`src/sv/gdc_pkg.sv`:
```
package gdc_pkg;

    // Geometry and screen
    localparam int MAP_SIZE       = 32;
    localparam int SCREEN_COLUMNS = 640;
    localparam int SCREEN_ROWS    = 480;
    localparam int TEX_WIDTH      = 64;

    localparam int MAP_W  = $clog2(MAP_SIZE);
    localparam int ADDR_W = 2 * MAP_W;
    localparam int MAPC_W = MAP_W + 2;          // signed map coordinate, room for -1 and MAP_SIZE
    localparam int TEX_W  = $clog2(TEX_WIDTH);
    localparam int ROW_W  = $clog2(SCREEN_ROWS);
    localparam int LH_W   = $clog2(2 * SCREEN_ROWS + 1);

    // Field widths
    localparam int POS_W   = 21;
    localparam int VEC_W   = 18;
    localparam int CODE_W  = 3;
    localparam int COL_W   = 10;
    localparam int CIDX_W  = 3;

    // Datapath widths
    localparam int DIV_W   = 40;
    localparam int DELTA_W = 32;
    localparam int SIDE_W  = 40;
    localparam int CAM_W   = 19;
    localparam int RAY_W   = 22;
    localparam int PRD_W   = VEC_W + CAM_W;

    localparam int ONE_Q16 = 65536;

    // Camera x: column * 2 * ONE_Q16 / SCREEN_COLUMNS by reciprocal multiplication
    localparam int CAM_SHIFT = 12;
    localparam int CAM_RECIP = (((2 * ONE_Q16) << CAM_SHIFT) + SCREEN_COLUMNS - 1)
                               / SCREEN_COLUMNS;
    localparam int CAM_PRD_W = COL_W + 20;

    // Configuration register indexes
    typedef enum logic [CIDX_W-1:0] {
        REG_POS_X   = 3'd0,
        REG_POS_Y   = 3'd1,
        REG_DIR_X   = 3'd2,
        REG_DIR_Y   = 3'd3,
        REG_PLANE_X = 3'd4,
        REG_PLANE_Y = 3'd5
    } t_reg_idx;

    // Commands
    localparam logic CMD_WRITE = 1'b0;
    localparam logic CMD_CAST  = 1'b1;

endpackage

```
`src/sv/gdc_div.sv`:
```
module gdc_div
    import gdc_pkg::*;
(
    input  logic             i_clk,
    input  logic             i_rst_n,
    input  logic             i_start,
    input  logic [DIV_W-1:0] i_num,
    input  logic [DIV_W-1:0] i_den,
    output logic             o_done,
    output logic [DIV_W-1:0] o_quot
);

    localparam int CNT_W = $clog2(DIV_W);

    logic             r_busy;
    logic             r_done;
    logic [CNT_W-1:0] r_cnt;
    logic [DIV_W-1:0] r_den;
    logic [DIV_W-1:0] r_q;
    logic [DIV_W:0]   r_rem;
    logic [DIV_W:0]   rem_sh;
    logic             q_bit;

    // Shift in one dividend bit and try a subtract (zero divisor gives all ones)
    always_comb begin
        rem_sh = {r_rem[DIV_W-1:0], r_q[DIV_W-1]};
        q_bit  = (rem_sh >= {1'b0, r_den});
    end

    // One quotient bit per cycle, restoring
    always_ff @(posedge i_clk) begin
        if (!i_rst_n) begin
            r_busy <= 1'b0;
            r_done <= 1'b0;
            r_cnt  <= '0;
        end else begin
            r_done <= 1'b0;
            if (i_start) begin
                r_busy <= 1'b1;
                r_cnt  <= '0;
                r_den  <= i_den;
                r_q    <= i_num;
                r_rem  <= '0;
            end else if (r_busy) begin
                r_rem <= q_bit ? (rem_sh - {1'b0, r_den}) : rem_sh;
                r_q   <= {r_q[DIV_W-2:0], q_bit};
                if (r_cnt == CNT_W'(DIV_W - 1)) begin
                    r_busy <= 1'b0;
                    r_done <= 1'b1;
                end
                r_cnt <= r_cnt + 1'b1;
            end
        end
    end

    assign o_done = r_done;
    assign o_quot = r_q;

endmodule

```
`config.mk`:
```
export PLATFORM = sky130hd
export DESIGN_NAME = gdc_div
export DESIGN_NICKNAME = d
export VERILOG_FILES = /design/src/sv/gdc_pkg.sv /design/src/sv/gdc_div.sv
export SDC_FILE = /design/constraint.sdc
export NUM_CORES = 1
export LEC_CHECK = 0
export BUFFER_PORTS_ARGS = -buffer_cell sky130_fd_sc_hd__buf_2
export CORE_ASPECT_RATIO = 0.5
export CORE_MARGIN = 2
export CORE_UTILIZATION = 50
export CTS_BUF_LIST = sky130_fd_sc_hd__clkbuf_4
export DETAILED_ROUTE_END_ITERATION = 8
export PLACE_DENSITY = 0.83
export SLEW_MARGIN = 20
export SYNTH_ARGS = -nofsm -noshare
export SYNTH_HDL_FRONTEND = slang
export SYNTH_SLANG_ARGS = --single-unit
```
`constraint.sdc`:
```
create_clock -name i_clk -period 4.9 [get_ports i_clk]
set_input_delay 0.98 -clock i_clk [delete_from_list [all_inputs] [get_ports i_clk]]
set_output_delay 0.98 -clock i_clk [all_outputs]
set_load 0.1 [all_outputs]
```
======== Yosys cells after proc, flatten, opt, wreduce, memory -nomap -nowiden ========
Index checks and enable logic that the tools add are counted.
storage, ports and cells
  latch bits .............................. 0
  memories ................................ 0
  bits in read-only memories .............. 0
  register bits ........................... 128
  output and inout bits ................... 41
  RAM bits ................................ 0
cells by class
  magnitude comparators ................... 1
  shifts and indexed selects .............. 0
  divide/modulo/power cells ............... 0
  add/sub/neg operators ................... 2
  $mul .................................... 0
  bitwise logic cells ..................... 2
  muxes and demuxes ....................... 8
  equality and inequality tests ........... 1
  reduce and logical (&&, ||, !) cells .... 5
operators by type and width
  cell                   count
  $mux W40               4
  $ge A41 B40 Y1         1
  $sub A40 B40 Y40       1
  $add A6 B1 Y6 const B  1
  $eq A6 B6 Y1 const B   1
  $mux W1                4
  $reduce_and A2 Y1      2
  $reduce_or A3 Y1       1
  $not A1 Y1             2
  $reduce_bool A2 Y1     1
  $reduce_or A2 Y1       1

======== Logic depth before layout (Yosys ltp) ========
  word-level depth ........................ 4
  gate-level depth with buffers ........... 14
  depth with buffers taken out ............ 12

======== Least setup slack after synthesis ========
OpenSTA, ideal clock, no wires.
  kind .................................... input to register
  start ................................... in i_start
  end ..................................... reg r_q[0] (netlist: o_quot[0]), enable pin
  setup time .............................. 0.445 ns
  cell stages on the path ................. 3
  arrival time ............................ 3.410 ns
  data required time ...................... 4.455 ns
  buffers on the path ..................... 2
  slack ................................... 1.045 ns
  cells stage by stage .................... clkbuf_1 clkbuf_1 o21a_1
on the way
  word-level cells in the longest chain between the ends .. 2
ends and longest elaborated chain
  what                                 RTL line       source
  from (decl)                          gdc_div.sv:6   input logic i_start,
  $reduce_bool A2 Y1 (no source line)  --
  $reduce_and A2 Y1 (no source line)   --
  to (signal assigned)                 gdc_div.sv:42  r_q <= i_num;
  to (signal assigned)                 gdc_div.sv:46  r_q <= {r_q[DIV_W-2:0], q_bit};
  to (decl)                            gdc_div.sv:19  logic [DIV_W-1:0] r_q;
Every way passes these cells.
A chain may end at the register's enable or synchronous reset.

======== Worst setup path after layout ========
  start ................................... reg r_q[39] (netlist: o_quot[39])
  end ..................................... reg r_rem[36] (data pin)
on the way
  word-level cells in the longest chain between the ends .. 3
ends and longest elaborated chain
  what                                                RTL line                      source
  $sub A40 B40 Y40 or $ge A41 B40 Y1 (tied branches)  gdc_div.sv:45, gdc_div.sv:27
  $mux W40 *                                          gdc_div.sv:45                 r_rem <= q_bit ? (rem_sh - {1'b0, r_den}) : rem_sh;
  $mux W40 *                                          gdc_div.sv:44                 end else if (r_busy) begin
  to (signal assigned)                                gdc_div.sv:45
  to (decl)                                           gdc_div.sv:20                 logic [DIV_W:0] r_rem;
Every way passes the cells marked *; elsewhere a longest branch is shown, timed or not. The select of a mux whose other input is x is not followed.

==> run summary <==
Status -> completed
CTS tree -> yes
Tcrit/Tclk final -> 73.35%
Number of flops mapped to enable cells by yosys -> 120
Area of the multi-input gates -> 3347 um^2
Placer Congestion -> 0.9207
DR vias -> 5727
H-tree depth -> 4
Post-route cell area -> 8497 um^2
Post-route ant nets -> 0
Hold WS -> 485.4 ps
Die Wd -> 176.5 um
Final min period -> 3594 ps
Sw Pwr -> 1.153 mW
Kind of critical path -> reg -> reg
Final Hold Violating Endpoints -> 0
Ratio of cells with drive above 1 in the final layout -> 25.80%
Worst r2r path cells -> 12
Total wire length -> 16980 um
Die area -> 15940 um^2
Least-Margin Pin Slew -> 1015 ps
DR WL/cell -> 16.81 um
Top cell type's share of synthesized area -> 48.42%
Fmax -> 278.2 MHz
Syn avg cell area -> 10.91 um^2
Seq/Total Area, Yosys -> 50.57%
Most common cell in the netlist -> edfxtp_1
Placed cells -> 975
HPWL after detailed placement -> 12010 um
Register clock-pin slew on the reported worst setup and hold paths -> 130 ps
Clock Power Share -> 23.5%
Fin. max-slew vios -> 0
Clk Latency, worst-skew pair -> 550 ps
Final non-filler cell total -> 1010
CP arrival -> 3890 ps
Initial antenna violation count -> 3
Setup slack after layout -> 1306 ps
Static Leak -> 3.557 nW
RSZ-0062 raised after global routing -> false
Initial DRC count -> 387
Pwr Density -> 370.3 nW/um^2
Total Routing Usage GR -> 22.47%
Post-synth top area cell -> edfxtp_1
Largest net degree at the start of global routing -> 82
CTS Root Buffer Type -> clkbuf_4
Total gr overflow -> 0
Flop pwr share -> 43.1%
Combinational share of power -> 33.4%
Max cap viols -> 0
Number of fill cells -> 1180
CP Capture Type -> flop
Reg area -> 3764 um^2
Die Ht -> 90.27 um
Boundary pin count -> 124
TritonRoute pass-1 iters -> 9
Asr flop ratio synth -> 0%
Avg Vias per Cell -> 5.670
# DRC -> 0
Vias in the first global route -> 5850
Hold path cells -> 2
Post-CTS setup buffers -> 0
Place WS -> 1081 ps
Hold_buf cts -> 0
Synth cell count leaders -> edfxtp_1, nor2_1, a21oi_1
Cells after Synth -> 682
Synth cell types -> 58
Post-CTS Resized -> 0
Synthesis warning total -> 0
Final nets -> 922
Ys flop type -> edfxtp_1
Rel. slew slack -> 32.31%
Crit path max fanout -> 4
Tightest Hold Check Type -> reg -> reg
Switching Share -> 36.65%
First-pass GRT wire length -> 28490 um
Seq cells post-synth -> 128
Starting density of the core -> 51.30%
Worst EP required -> 5190 ps
Placement Cell Area -> 8178 um^2
Area Growth Syn to Fin -> 14.17%
Synth Cell Area -> 7442 um^2
Worst vdd ir -> 0.0001857 V
Fin Setup TNS -> 0 ps
Synth top area cells -> edfxtp_1, ha_1, mux2_2, a21oi_1, nor2_1
Port Buf Inserts -> 123
CTS sink count -> 128
Final setup vio count -> 0
Standard-cell rows -> 31
Core Area -> 14510 um^2
TritonCTS Buffers -> 17
Post-Syn Nets -> 807
Internal cell power -> 1.993 mW
CP Launch Type -> flop
Clk buf depth -> 2
Setup Skew -> 26.80 ps
[worst max-delay path, cell delays in order (launching register included)]
cell	delay, ps
edfxtp_1	450
inv_1	70
ha_1	220
fa_1	400
nor2b_1	240
o2111ai_1	230
a21o_1	230
o211ai_1	470
a21oi_2	220
o21ai_1	310
a211oi_1	140
xnor2_1	160
a22o_1	190
[layout by cell type, fill, tap and decap left out, types with 3 or more instances in the layout]
master / instances
nand4_1: 15
nor4_1: 3
mux2i_1: 12
a31oi_1: 4
inv_1: 52
nor2b_1: 7
nand2_1: 33
and2_1: 3
ha_1: 41
nor3_1: 6
xor2_1: 20
mux2_2: 39
o211ai_1: 5
a21o_1: 28
o21bai_1: 3
o21a_1: 3
o21ai_1: 3
o2111ai_1: 3
clkinvlp_4: 3
nand3_1: 12
nor2_1: 77
buf_2: 123
and3_1: 5
clkbuf_4: 19
dfxtp_1: 8
clkinv_1: 3
edfxtp_1: 120
o221ai_1: 4
a21oi_1: 63
xnor2_1: 17
nand2b_1: 3
a22o_1: 4
clkinv_4: 3
and4_1: 3
o21ai_0: 25
[per-stage QoR]
| step | utilization, % | power, mW |
|---|---|---|
| 6_report | 58.57 | 3.146 |
| 5_1_grt | 58.56 | 3.318 |
| 4_1_cts | 58.31 | 3.142 |
| 3_5_place_dp | 56.37 | 2.412 |
| 3_3_place_gp | 56.37 | 2.377 |
| 2_1_floorplan | - | 2.206 |
[path summary, 6_finish.rpt]
kind / start / to / slack, ps
worst max-delay path: o_quot[39] / r_rem[36] / 1310
worst min-delay path: r_cnt[5] / o_done / 490
worst max register to register: o_quot[39] / r_rem[36] / 1310
worst min register to register: r_cnt[5] / o_done / 490
[power groups by stage]
stage | clock network (mW) | registers [mW] | logic, mW
5_1_grt | 0.798 | 1.37 | 1.15
3_5_place_dp | 0 | 1.38 | 1.03
6_report | 0.739 | 1.36 | 1.05
2_1_floorplan | 0 | 1.52 | 0.682
4_1_cts | 0.747 | 1.36 | 1.04
3_3_place_gp | 0 | 1.38 | 1.00
[per-layer routing]
layer / up-vias / global-route usage (%) / share of wire, %
met5: - / 0 / 0
met4: 0 / 7.576 / 1.8
met3: 34 / 7.197 / 7.7
met2: 237 / 36.00 / 47
met1: 2718 / 28.88 / 44
li1: 2738 / - / -
[registers in the layout (all words and copies together) (netlist names)]
register,count
r_rem,40
o_done,1
r_busy,1
o_quot,40
r_den,40
r_cnt,6
[cell type report]
class / instances / share of cell area (%)
Antenna cell: 2 / 0.05890
Timing Repair Buffer: 126 / 7.746
Sequential cell: 128 / 44.29
Clock buffer: 19 / 1.679
Inverter: 52 / 2.297
Tap cell: 198 / 2.916
Clock inverter: 13 / 1.620
Multi-Input combinational cell: 472 / 39.39
[cells by family (layout without fill, tap and decap cells)]
logic type	count (synthesis)	after routing	share of synthesized area (%)
adder cells (fa/ha/maj)	42	42	7.162
multiplexers	51	51	7.515
buffers and inverters	82	210	4.674
other	0	2	0
AND/OR/NAND/NOR	176	176	11.13
XOR/XNOR	37	37	4.354
flip-flops	128	128	50.57
AO/OA/AOI/OAI	166	166	14.59
No activity file was read; power rests on OpenSTA's default activity.
